File: src/upe_pkg.sv
package upe_pkg;

	// Component rule codes for the mode register
	localparam logic [2:0] MODE_USER_INFO = 3'd0;
	localparam logic [2:0] MODE_HOST      = 3'd1;
	localparam logic [2:0] MODE_PATH      = 3'd2;
	localparam logic [2:0] MODE_QUERY     = 3'd3;
	localparam logic [2:0] MODE_FRAGMENT  = 3'd4;
	localparam logic [2:0] MODE_FULL_URI  = 3'd5;
	localparam logic [2:0] MODE_DATA      = 3'd6;

	localparam logic [2:0] MODE_RESET = MODE_FULL_URI;

	// Queue between classifier and expander
	localparam int QDEPTH = 4;
	localparam int QAW    = $clog2(QDEPTH);

	localparam logic [7:0] CHAR_PERCENT = 8'h25;
	localparam logic [7:0] CHAR_PLUS    = 8'h2B;

	// One classified input word
	typedef struct packed {
		logic [7:0] data;
		logic       last;
		logic       esc;
	} upe_item_t;

	function automatic logic is_unres(input logic [7:0] c);
		return (c >= "a" && c <= "z") || (c >= "A" && c <= "Z") ||
			(c >= "0" && c <= "9") ||
			c == "-" || c == "." || c == "_" || c == "~";
	endfunction

	function automatic logic is_gen_delim(input logic [7:0] c);
		return c == ":" || c == "/" || c == "?" || c == "#" ||
			c == "[" || c == "]" || c == "@";
	endfunction

	function automatic logic is_sub_delim(input logic [7:0] c);
		return c == "!" || c == "$" || c == "&" || c == 8'h27 || c == "(" ||
			c == ")" || c == "*" || c == "+" || c == "," || c == ";" ||
			c == "=";
	endfunction

	function automatic logic is_path_class(input logic [7:0] c);
		return is_unres(c) || is_sub_delim(c) || c == CHAR_PERCENT ||
			c == "/" || c == ":" || c == "@";
	endfunction

	// Decide whether a byte goes out as a percent escape under a rule
	function automatic logic needs_escape(input logic [7:0] c, input logic [2:0] mode);
		logic special;
		logic userinfo;
		logic query;
		logic esc;
		special  = (c == CHAR_PERCENT) || (c == CHAR_PLUS);
		userinfo = is_unres(c) || is_sub_delim(c) || c == CHAR_PERCENT || c == ":";
		query    = is_path_class(c) || c == "?";
		case (mode)
			MODE_USER_INFO: esc = !userinfo || special;
			MODE_HOST:      esc = c[7];
			MODE_PATH:      esc = !is_path_class(c) || special;
			MODE_QUERY:     esc = !query || special;
			MODE_FRAGMENT:  esc = !query || special;
			MODE_DATA:      esc = !is_unres(c);
			default:        esc = !is_unres(c) && !is_gen_delim(c) && !is_sub_delim(c);
		endcase
		return esc;
	endfunction

	// Upper-case hex digit for one nibble
	function automatic logic [7:0] hex_char(input logic [3:0] n);
		logic [7:0] ch;
		if (n < 4'd10) begin
			ch = 8'h30 + {4'd0, n};
		end else begin
			ch = 8'h37 + {4'd0, n};
		end
		return ch;
	endfunction

endpackage

File: src/upe_front.sv
module upe_front (
	input  logic                clk,
	input  logic                arst_n,
	input  logic                cfg_we,
	input  logic [2:0]          cfg_wdata,
	input  logic                in_valid,
	input  logic [7:0]          in_byte,
	input  logic                in_last,
	input  logic                q_full,
	output logic                in_ready,
	output logic                push,
	output upe_pkg::upe_item_t  push_item
);

	logic [2:0] mode_q;

	// Hold the component rule
	always_ff @(posedge clk or negedge arst_n) begin
		if (!arst_n) begin
			mode_q <= upe_pkg::MODE_RESET;
		end else if (cfg_we) begin
			mode_q <= cfg_wdata;
		end
	end

	// Classify the incoming word and hand it to the queue
	assign in_ready       = !q_full;
	assign push           = in_valid && !q_full;
	assign push_item.data = in_byte;
	assign push_item.last = in_last;
	assign push_item.esc  = upe_pkg::needs_escape(in_byte, mode_q);

endmodule

File: src/upe_fifo.sv
module upe_fifo (
	input  logic                clk,
	input  logic                arst_n,
	input  logic                push,
	input  upe_pkg::upe_item_t  push_item,
	input  logic                pop,
	output upe_pkg::upe_item_t  pop_item,
	output logic                full,
	output logic                empty
);

	upe_pkg::upe_item_t            mem_q [upe_pkg::QDEPTH];
	logic [upe_pkg::QAW-1:0]       wr_ptr_q;
	logic [upe_pkg::QAW-1:0]       rd_ptr_q;
	logic [upe_pkg::QAW:0]         count_q;

	assign full     = (count_q == (upe_pkg::QAW+1)'(upe_pkg::QDEPTH));
	assign empty    = (count_q == '0);
	assign pop_item = mem_q[rd_ptr_q];

	// Store pushed words
	always_ff @(posedge clk) begin
		if (push) begin
			mem_q[wr_ptr_q] <= push_item;
		end
	end

	// Advance pointers and track fill level
	always_ff @(posedge clk or negedge arst_n) begin
		if (!arst_n) begin
			wr_ptr_q <= '0;
			rd_ptr_q <= '0;
			count_q  <= '0;
		end else begin
			if (push) begin
				wr_ptr_q <= wr_ptr_q + 1'b1;
			end
			if (pop) begin
				rd_ptr_q <= rd_ptr_q + 1'b1;
			end
			case ({push, pop})
				2'b10:   count_q <= count_q + 1'b1;
				2'b01:   count_q <= count_q - 1'b1;
				default: count_q <= count_q;
			endcase
		end
	end

endmodule

File: src/upe_back.sv
module upe_back (
	input  logic                clk,
	input  logic                arst_n,
	input  logic                q_empty,
	input  upe_pkg::upe_item_t  q_item,
	output logic                pop,
	output logic                out_valid,
	input  logic                out_ready,
	output logic [7:0]          out_char,
	output logic                run_end,
	output logic                string_end
);

	// Remaining escape digits: none, high nibble next, low nibble next
	typedef enum logic [1:0] {
		PEND_NONE,
		PEND_HI,
		PEND_LO
	} pend_t;

	pend_t      pend_q;
	logic [7:0] byte_q;
	logic       last_q;
	logic       vld_q;
	logic [7:0] char_q;
	logic       run_q;
	logic       end_q;
	logic       advance;

	assign advance    = !vld_q || out_ready;
	assign pop        = advance && (pend_q == PEND_NONE) && !q_empty;
	assign out_valid  = vld_q;
	assign out_char   = char_q;
	assign run_end    = run_q;
	assign string_end = end_q;

	// Expand one word into output characters, one per cycle while the output is not stalled
	always_ff @(posedge clk or negedge arst_n) begin
		if (!arst_n) begin
			pend_q <= PEND_NONE;
			vld_q  <= 1'b0;
			byte_q <= '0;
			last_q <= 1'b0;
			char_q <= '0;
			run_q  <= 1'b0;
			end_q  <= 1'b0;
		end else if (advance) begin
			case (pend_q)
				PEND_HI: begin
					vld_q  <= 1'b1;
					char_q <= upe_pkg::hex_char(byte_q[7:4]);
					run_q  <= 1'b0;
					end_q  <= 1'b0;
					pend_q <= PEND_LO;
				end
				PEND_LO: begin
					vld_q  <= 1'b1;
					char_q <= upe_pkg::hex_char(byte_q[3:0]);
					run_q  <= 1'b1;
					end_q  <= last_q;
					pend_q <= PEND_NONE;
				end
				default: begin
					if (q_empty) begin
						vld_q <= 1'b0;
					end else if (q_item.esc) begin
						vld_q  <= 1'b1;
						char_q <= upe_pkg::CHAR_PERCENT;
						run_q  <= 1'b0;
						end_q  <= 1'b0;
						byte_q <= q_item.data;
						last_q <= q_item.last;
						pend_q <= PEND_HI;
					end else begin
						vld_q  <= 1'b1;
						char_q <= q_item.data;
						run_q  <= 1'b1;
						end_q  <= q_item.last;
					end
				end
			endcase
		end
	end

endmodule

File: src/uri_percent_encoder.sv
// Channel   Dir  Handshake               Payload
// s_axis    in   tvalid/tready           tdata[7:0] in_byte, tlast in_last
// m_axis    out  tvalid/tready           tdata[7:0] out_char, tuser run_end, tlast string_end
// cfg       in   cfg_we (no wait)        cfg_wdata[2:0] component_mode
//
// A byte passed through gives one output character; an escaped byte gives three
// ('%', high digit, low digit), each sent through the single-character output register.
// Input bytes are classified on entry and held in a four-word queue, so the
// input keeps flowing while the output stalls until the queue fills.
// Reset (arst_n low) empties the queue and output and sets the full URI rule.
module uri_percent_encoder (
	input  logic       clk,
	input  logic       arst_n,
	input  logic       cfg_we,
	input  logic [2:0] cfg_wdata,      // component_mode
	input  logic       s_axis_tvalid,
	output logic       s_axis_tready,
	input  logic [7:0] s_axis_tdata,   // [7:0] in_byte
	input  logic       s_axis_tlast,   // in_last
	output logic       m_axis_tvalid,
	input  logic       m_axis_tready,
	output logic [7:0] m_axis_tdata,   // [7:0] out_char
	output logic       m_axis_tuser,   // [0] run_end
	output logic       m_axis_tlast    // string_end
);

	upe_pkg::upe_item_t push_item;
	upe_pkg::upe_item_t pop_item;
	logic               push;
	logic               pop;
	logic               q_full;
	logic               q_empty;

	// Classify incoming words
	upe_front u_front (
		.clk       (clk),
		.arst_n    (arst_n),
		.cfg_we    (cfg_we),
		.cfg_wdata (cfg_wdata),
		.in_valid  (s_axis_tvalid),
		.in_byte   (s_axis_tdata),
		.in_last   (s_axis_tlast),
		.q_full    (q_full),
		.in_ready  (s_axis_tready),
		.push      (push),
		.push_item (push_item)
	);

	// Decouple front and back
	upe_fifo u_fifo (
		.clk       (clk),
		.arst_n    (arst_n),
		.push      (push),
		.push_item (push_item),
		.pop       (pop),
		.pop_item  (pop_item),
		.full      (q_full),
		.empty     (q_empty)
	);

	// Expand into output characters
	upe_back u_back (
		.clk        (clk),
		.arst_n     (arst_n),
		.q_empty    (q_empty),
		.q_item     (pop_item),
		.pop        (pop),
		.out_valid  (m_axis_tvalid),
		.out_ready  (m_axis_tready),
		.out_char   (m_axis_tdata),
		.run_end    (m_axis_tuser),
		.string_end (m_axis_tlast)
	);

`ifndef NO_ASSERTIONS
	// End of string only on the last character of a byte
	a_end_on_run: assert property (@(posedge clk) disable iff (!arst_n)
		m_axis_tvalid |-> (!m_axis_tlast || m_axis_tuser))
		else $error("string end without run end");

	// An escape sequence continues without a gap
	a_escape_gapless: assert property (@(posedge clk) disable iff (!arst_n)
		(m_axis_tvalid && m_axis_tready && !m_axis_tuser) |=> m_axis_tvalid)
		else $error("gap inside escape sequence");

	// Queue never reports full and empty at once
	a_queue_sane: assert property (@(posedge clk) disable iff (!arst_n)
		!(q_full && q_empty))
		else $error("queue full and empty together");

	// No pop from an empty queue
	a_no_underflow: assert property (@(posedge clk) disable iff (!arst_n)
		pop |-> !q_empty)
		else $error("pop from empty queue");
`endif

endmodule
File: config.mk
export PLATFORM = sky130hd
export DESIGN_NAME = uri_percent_encoder
export DESIGN_NICKNAME = d
export VERILOG_FILES = /design/src/upe_pkg.sv /design/src/upe_front.sv /design/src/upe_fifo.sv /design/src/upe_back.sv /design/src/uri_percent_encoder.sv
export SDC_FILE = /design/constraint.sdc
export NUM_CORES = 1
export LEC_CHECK = 0
export BUFFER_PORTS_ARGS = -buffer_cell sky130_fd_sc_hd__buf_4
export CAP_MARGIN = 10
export CORE_MARGIN = 2
export CORE_UTILIZATION = 55
export CTS_CLUSTER_SIZE = 24
export DETAILED_ROUTE_END_ITERATION = 10
export PLACE_DENSITY = 0.82
export SLEW_MARGIN = 10
export SYNTH_ARGS = -nofsm -noshare
export SYNTH_HDL_FRONTEND = slang
export SYNTH_SLANG_ARGS = --single-unit
export TNS_END_PERCENT = 30
File: constraint.sdc
create_clock -name clk -period 6.2 [get_ports clk]
set_input_delay 0.62 -clock clk [delete_from_list [all_inputs] [get_ports clk]]
set_output_delay 0.62 -clock clk [all_outputs]
set_load 0.05 [all_outputs]
# Yosys cells after proc, flatten, opt, wreduce, memory -nomap -nowiden
# Memory sizes are Yosys's and may differ from the RTL's.
# Index checks and enable logic that the tools add are counted.
# totals
reg_bits	32
mem_bits_rw	40
in_bits	17
out_inout_bits	12
wordCells	145
memories	1
# classes
addsub	8
n_lt_le_gt_ge	8
eq_ne	34
n_mux	20
bitwise_logic	2
reduce_logical	61
# memory_table
memory	words	width	read_ports	rd_clocked_by_memory_dff	write_ports	line_no	source
u_fifo.mem_q	4	10	1	0	1	upe_fifo.sv:12	upe_pkg::upe_item_t mem_q [upe_pkg::QDEPTH];
# ops
operator	count
8-bit by 6-bit equality test with 1-bit output, second input constant	18
8-bit by 7-bit equality test with 1-bit output, second input constant	5
1-bit logical OR	34
8-bit two-way mux	4
6-bit by 4-bit adder with 7-bit output, first input constant	4
8-bit by 7-bit greater-or-equal comparator with 1-bit output, second input constant	2
8-bit by 7-bit less-or-equal comparator with 1-bit output, second input constant	2
8-bit case mux with 2 select lines	1
3-bit equality test, second input constant	3
1-bit logical NOT	9
8-bit by 6-bit greater-or-equal comparator with 1-bit output, second input constant	1
8-bit by 6-bit less-or-equal comparator with 1-bit output, second input constant	1
1-bit logical AND	8
4-bit < comparator, second input constant	2
1-bit two-way mux	8
3-bit by 2-bit equality test with 1-bit output, second input constant	2
3-bit logical NOT	2
3-bit case mux with 2 select lines	1
1-bit case mux with 5 select lines	1
2-bit by 1-bit adder with 2-bit output, second input constant	2
2-bit by 1-bit equality test with 1-bit output, second input constant	2
2-bit equality test, second input constant	2
2-bit two-way mux	2
1-bit case mux with 2 select lines	2
13 further kinds	15

# Longest topological paths before layout
# depth
word_depth	20
ltp_mapped	10
ltp_nobuf	10

# By module
# A second synthesis with hierarchy kept.
# unflattened
hier_cells	289
area_unflattened_um2	3694.8
# modules_own_cells
mod	instances	cells_each	area_per_inst_um2	seq_area_each_um2
upe_fifo	1	88	1845.5	1376.3
upe_back	1	121	1246.2	550.5
upe_front	1	80	603.1	77.6

# Least setup slack after synthesis
# No wires, ideal clock.
# synth_path
path_kind	register to register
start	register u_fifo.count_q[0] (netlist name)
end	register u_fifo.count_q[2] (netlist name)
setup_ns	0.079
arrival_time_ns	2.408
t_required_ns	6.121
path_slack_ns	3.713
path_stages_with_launch	11
path_buffers	0
period_less_slack_ns	2.487
path_cell_list	dfrtp_1 -> inv_1 -> nand3_1 -> and2_1 -> inv_1 -> ha_1 -> inv_1 -> fa_1 -> xor2_1 -> nor2_1 -> xor2_1
# synth_via
elab_chain_cells	5
elab_cells_between_ends	12
cone_classes	add/sub (2); eq/ne (3); mux (1); reduce/logical (6)
# synth_rtl
item	line_no	source
start, declared	upe_fifo.sv:15	logic [upe_pkg::QAW:0] count_q;
start signal, assigned	upe_fifo.sv:42	2'b10: count_q <= count_q + 1'b1;
start signal, assigned	upe_fifo.sv:43	2'b01: count_q <= count_q - 1'b1;
start signal, assigned	upe_fifo.sv:44	default: count_q <= count_q;
3-bit equality test *	upe_fifo.sv:17	assign full = (count_q == (upe_pkg::QAW+1)'(upe_pkg::QDEPTH));
1-bit logical NOT *	n/a	
via s_axis_tready	uri_percent_encoder.sv:17	output logic s_axis_tready,
1-bit logical AND *	upe_front.sv:28	assign push = in_valid && !q_full;
2-bit by 1-bit equality test with 1-bit output / 2-bit equality test (equally long branches)	upe_fifo.sv:41	case ({push, pop})
3-bit case mux with 2 select lines / 2-bit nonzero test (equally long branches)	n/a	
# The timed path passes the listed nets; every way through them passes the cells marked *.
# A chain may end at the register's enable or synchronous reset.

# Worst setup path after layout
# layout_path
start	register u_fifo.rd_ptr_q[0] (netlist name)
end	register u_back.byte_q[0]
# layout_via
elab_chain_cells	2
# layout_rtl
item	line_no	source
start, declared	upe_fifo.sv:14	logic [upe_pkg::QAW-1:0] rd_ptr_q;
start signal, assigned	upe_fifo.sv:39	rd_ptr_q <= rd_ptr_q + 1'b1;
memory 4 x 10 bit *	n/a	
4-bit AND reduction (no source line)	n/a	
end signal, assigned	upe_back.sv:71	byte_q <= q_item.data;
end, declared	upe_back.sv:22	logic [7:0] byte_q;
# Every way passes the cells marked *; elsewhere a longest branch is shown, timed or not.

==> flow_results.xml <==
<?xml version="1.0" encoding="UTF-8"?>
<metrics>
  <group name="timing">
    <metric name="setup_viol_count_final" unit="">0</metric>
    <metric name="timing.final.crit_period" unit="ps">2430</metric>
    <metric name="fin_ws" unit="ps">3770</metric>
    <metric name="worstMarginPinSlew" unit="ps">680</metric>
    <metric name="slew_viol_final" unit="">0</metric>
    <metric name="slew-limit-headroom" unit="">0.547</metric>
    <metric name="timing_hold_violations_final" unit="">0</metric>
    <metric name="clock_skew" unit="ps">9.45</metric>
    <metric name="max_freq" unit="MHz">412</metric>
    <metric name="tns" unit="ps">0</metric>
    <metric name="final_min_period_over_clock_period" unit="">0.392</metric>
    <metric name="holdWs" unit="ps">205</metric>
    <metric name="grt_setup_unrepaired" unit="">no</metric>
  </group>
  <group name="setup_path">
    <metric name="crit_type" unit="">register to register</metric>
    <metric name="r2r_cells" unit="">3</metric>
    <metric name="worst-endpoint-required" unit="ps">6420</metric>
    <metric name="cp-end-kind" unit="">register</metric>
    <metric name="worst-r2r-setup-slack" unit="ps">3770</metric>
    <metric name="arrival" unit="ps">2650</metric>
    <metric name="critical_path.reg2reg.endpoint" unit="">u_back.byte_q[0]$_DFFE_PN0P_</metric>
    <metric name="timing.critical_path.depth" unit="">3</metric>
    <metric name="worst_path_largest_cell_delay" unit="ps">780</metric>
    <metric name="path_delay_family" unit="">multiplexers</metric>
    <metric name="path_buf_inv" unit="">0</metric>
    <metric name="worst_r2r_startpoint" unit="">u_fifo.rd_ptr_q[0]$_DFFE_PN0P_</metric>
    <metric name="critPathSlowestCell" unit="">sky130_fd_sc_hd__dfrtp_1</metric>
    <metric name="peak_fanout_along_the_critical_path" unit="">12</metric>
    <metric name="worstPathCellList" unit="">mux4_2, nand3_1, mux2_1</metric>
    <metric name="critPathLaunchType" unit="">register</metric>
  </group>
  <group name="final_layout">
    <metric name="synthToLayoutAreaGrowth" unit="%">13.1</metric>
    <metric name="fillCellCount" unit="">474</metric>
    <metric name="area.sequential" unit="sq mm">0.00200</metric>
    <metric name="insertedDiodeCount" unit="">0</metric>
    <metric name="design.final.nets" unit="">335</metric>
    <metric name="most_frequent_cells_in_the_layout" unit="">sky130_fd_sc_hd__edfxtp_1, sky130_fd_sc_hd__dfrtp_1, sky130_fd_sc_hd__buf_4</metric>
    <metric name="area_of_the_multi_input_gates" unit="sq mm">0.00138</metric>
    <metric name="layout_commonest_cell" unit="">sky130_fd_sc_hd__edfxtp_1</metric>
    <metric name="drive_gt1_frac" unit="">0.189</metric>
  </group>
  <group name="power_and_ir_drop">
    <metric name="leakage" unit="nW">1.58</metric>
    <metric name="p_per_cell_area" unit="mW/mm^2">492</metric>
    <metric name="seq_power_share" unit="">0.394</metric>
    <metric name="power.combinational.fraction" unit="">0.408</metric>
    <metric name="power.ir.vdd_worst" unit="V">0.000286</metric>
    <metric name="power.switching" unit="mW">0.748</metric>
    <metric name="design_power_total" unit="mW">1.96</metric>
    <metric name="p_int" unit="mW">1.21</metric>
    <metric name="power.clock.fraction" unit="">0.198</metric>
    <metric name="power.share.switching" unit="">0.382</metric>
  </group>
  <group name="global_routing">
    <metric name="antenna_found_initial" unit="">0</metric>
    <metric name="gr-usage-all-layers" unit="">0.199</metric>
    <metric name="globalRoute.totalOverflow" unit="">0</metric>
    <metric name="largest_net_degree_at_the_start_of_global_routing" unit="">33</metric>
    <metric name="grt_first_pass_wirelength" unit="um">10800</metric>
    <metric name="via_count_of_the_first_global_routing_pass" unit="">2214</metric>
  </group>
  <group name="synthesis">
    <metric name="synth-edff-count" unit="">40</metric>
    <metric name="synth_largest_area_cell" unit="">sky130_fd_sc_hd__edfxtp_1</metric>
    <metric name="synth.top_cell.area_share" unit="">0.341</metric>
    <metric name="synth.ff_latch_count" unit="">72</metric>
    <metric name="syn-mean-instance-area" unit="sq um">12.5</metric>
    <metric name="yosysUniqueCellTypes" unit="">57</metric>
    <metric name="syn_nets" unit="">310</metric>
    <metric name="mappedNetlistArea" unit="sq mm">0.00353</metric>
    <metric name="post_synth_main_area_contributors" unit="">sky130_fd_sc_hd__edfxtp_1, sky130_fd_sc_hd__dfrtp_1, sky130_fd_sc_hd__mux4_2</metric>
    <metric name="synth-seq-area-share" unit="">0.568</metric>
    <metric name="async_flop_share" unit="">0.444</metric>
    <metric name="post_synth_inst_count" unit="">282</metric>
    <metric name="ys.flop_type" unit="">sky130_fd_sc_hd__edfxtp_1</metric>
    <metric name="ys_warn_count" unit="">0</metric>
  </group>
  <group name="cts">
    <metric name="clock_latency" unit="ps">340</metric>
    <metric name="tritoncts_buffers" unit="">9</metric>
    <metric name="ctsResizeCount" unit="">0</metric>
    <metric name="cts_post_setup_buffers_inserted" unit="">0</metric>
    <metric name="post_cts_hold_buffer_count" unit="">0</metric>
    <metric name="cts-root-to-sink-buffers" unit="">2</metric>
    <metric name="clock-sinks" unit="">72</metric>
    <metric name="cts_htree_levels" unit="">3</metric>
    <metric name="path_clk_slew" unit="ps">80</metric>
    <metric name="cts_tree" unit="">yes</metric>
    <metric name="cts_root_buf" unit="">sky130_fd_sc_hd__clkbuf_8</metric>
  </group>
  <group name="placed_design">
    <metric name="gp_congestion" unit="">0.868</metric>
    <metric name="dpl.hpwl" unit="um">4420</metric>
    <metric name="pre_cts_ws" unit="ps">3630</metric>
    <metric name="i_o_buffers" unit="">28</metric>
  </group>
  <group name="route">
    <metric name="wl_per_cell" unit="um">16.4</metric>
    <metric name="drtIter0Drc" unit="">143</metric>
    <metric name="drt_first_pass_iters" unit="">5</metric>
    <metric name="vias" unit="">2292</metric>
    <metric name="detail_route.vias_per_cell" unit="">5.89</metric>
    <metric name="postRouteAntennaNets" unit="">0</metric>
    <metric name="route.final.wire_length" unit="um">6390</metric>
    <metric name="post-route-drc-count" unit="">0</metric>
  </group>
  <group name="status">
    <metric name="outcome" unit="">finished clean</metric>
  </group>
  <group name="floorplanning">
    <metric name="die_y" unit="um">84.1</metric>
    <metric name="floorplan.rows" unit="">29</metric>
    <metric name="fp.coreArea" unit="sq mm">0.00628</metric>
    <metric name="die_w" unit="um">84.1</metric>
    <metric name="design.die.area" unit="sq mm">0.00707</metric>
    <metric name="floorplan.initialDensity" unit="">0.562</metric>
    <metric name="io_pins" unit="">29</metric>
  </group>
  <group name="worst_hold_path">
    <metric name="worstHoldPathType" unit="">primary input to async pin</metric>
  </group>
  <group name="flow_run">
    <metric name="max-cap-violations" unit="">0</metric>
  </group>
</metrics>
==> kinds of logic (layout without fill, tap and decap cells) <==
family,count (synthesis),after routing,share of synthesized area
XOR/XNOR,13,13,0.0323
buffers and inverters,36,66,0.0404
AO/OA/AOI/OAI,59,59,0.111
AND/OR/NAND/NOR,69,69,0.105
flip-flops,72,72,0.568
adder cells (fa/ha/maj),11,11,0.0411
multiplexers,22,22,0.101
==> final cells by class <==
class	count	area share
Sequential cell	72	0.503
Multi-Input combinational cell	174	0.346
Timing Repair Buffer	29	0.0546
Clock buffer	9	0.0311
Tap cell	77	0.0242
Clock inverter	7	0.0217
Inverter	21	0.0198
==> worst max-delay path by stage <==
stage / start / end
2_1_floorplan: u_fifo.count_q[0]$_DFFE_PN0P_ / u_fifo.count_q[2]$_DFFE_PN0P_
3_3_place_gp: s_axis_tdata[3] / u_fifo.mem_q[0][0]$_DFFE_PP_
3_5_place_dp: s_axis_tdata[3] / u_fifo.mem_q[3][0]$_DFFE_PP_
4_1_cts: u_fifo.rd_ptr_q[0]$_DFFE_PN0P_ / u_back.byte_q[0]$_DFFE_PN0P_
5_1_grt: u_fifo.rd_ptr_q[0]$_DFFE_PN0P_ / u_back.byte_q[0]$_DFFE_PN0P_
6_report: u_fifo.rd_ptr_q[0]$_DFFE_PN0P_ / u_back.byte_q[0]$_DFFE_PN0P_
==> flip-flops by register name, summed over array words and instances (netlist names) <==
| register | count |
|---|---|
| u_back.out_char | 8 |
| u_back.run_end | 1 |
| u_back.pend_q | 2 |
| u_fifo.rd_ptr_q | 2 |
| u_back.string_end | 1 |
| u_fifo.wr_ptr_q | 2 |
| u_back.byte_q | 8 |
| u_back.out_valid | 1 |
| u_fifo.mem_q | 40 |
| u_back.last_q | 1 |
| u_front.mode_q | 3 |
| u_fifo.count_q | 3 |
==> metrics by stage <==
step                area (sq um)   util  std cells
global route                3990  0.635        389
finish                      3990  0.635        389
floorplan                   3530      -        282
CTS                         3990  0.635        389
detailed placement          3780  0.602        373
global placement            3780  0.602        373
==> metal layers <==
layer	share of wire	vias up	GRT usage
li1	-	1093	-
met1	0.42	1112	0.246
met2	0.50	77	0.328
met3	0.059	10	0.0682
met4	0.016	0	0.0645
met5	0	-	0
==> synth_stat cells, types with 2 or more instances <==
| library cell | n |
|---|---|
| sky130_fd_sc_hd__nand3b_1 | 2 |
| sky130_fd_sc_hd__or3b_1 | 2 |
| sky130_fd_sc_hd__o211ai_1 | 3 |
| sky130_fd_sc_hd__nor2_1 | 8 |
| sky130_fd_sc_hd__o21ai_0 | 8 |
| sky130_fd_sc_hd__a22oi_1 | 4 |
| sky130_fd_sc_hd__nand2b_1 | 4 |
| sky130_fd_sc_hd__edfxtp_1 | 40 |
| sky130_fd_sc_hd__clkbuf_1 | 10 |
| sky130_fd_sc_hd__a21oi_1 | 9 |
| sky130_fd_sc_hd__ha_1 | 10 |
| sky130_fd_sc_hd__nor3b_1 | 3 |
| sky130_fd_sc_hd__inv_1 | 21 |
| sky130_fd_sc_hd__nor3_1 | 3 |
| sky130_fd_sc_hd__mux2i_1 | 2 |
| sky130_fd_sc_hd__dfstp_2 | 2 |
| sky130_fd_sc_hd__dfrtp_1 | 30 |
| sky130_fd_sc_hd__a22o_1 | 2 |
| sky130_fd_sc_hd__a32oi_1 | 2 |
| sky130_fd_sc_hd__mux2_1 | 9 |
| sky130_fd_sc_hd__and3_1 | 5 |
| sky130_fd_sc_hd__a211oi_1 | 2 |
| sky130_fd_sc_hd__nand3_1 | 6 |
| sky130_fd_sc_hd__o21ai_1 | 13 |
| sky130_fd_sc_hd__nand2_1 | 24 |
| sky130_fd_sc_hd__or3_1 | 2 |
| sky130_fd_sc_hd__mux4_2 | 10 |
| sky130_fd_sc_hd__xnor2_1 | 9 |
| sky130_fd_sc_hd__o22ai_1 | 3 |
| sky130_fd_sc_hd__xor2_1 | 4 |
| sky130_fd_sc_hd__buf_2 | 3 |
| sky130_fd_sc_hd__or4_1 | 2 |
==> power groups by stage <==
stage / clock (mW) / combinational (mW) / sequential, mW
global route: 0.422 / 0.878 / 0.796
global placement: 0 / 0.765 / 0.775
finish: 0.389 / 0.799 / 0.773
floorplan: 0 / 0.553 / 0.819
CTS: 0.396 / 0.805 / 0.776
detailed placement: 0 / 0.798 / 0.785
(Power assumes the default switching activity.)
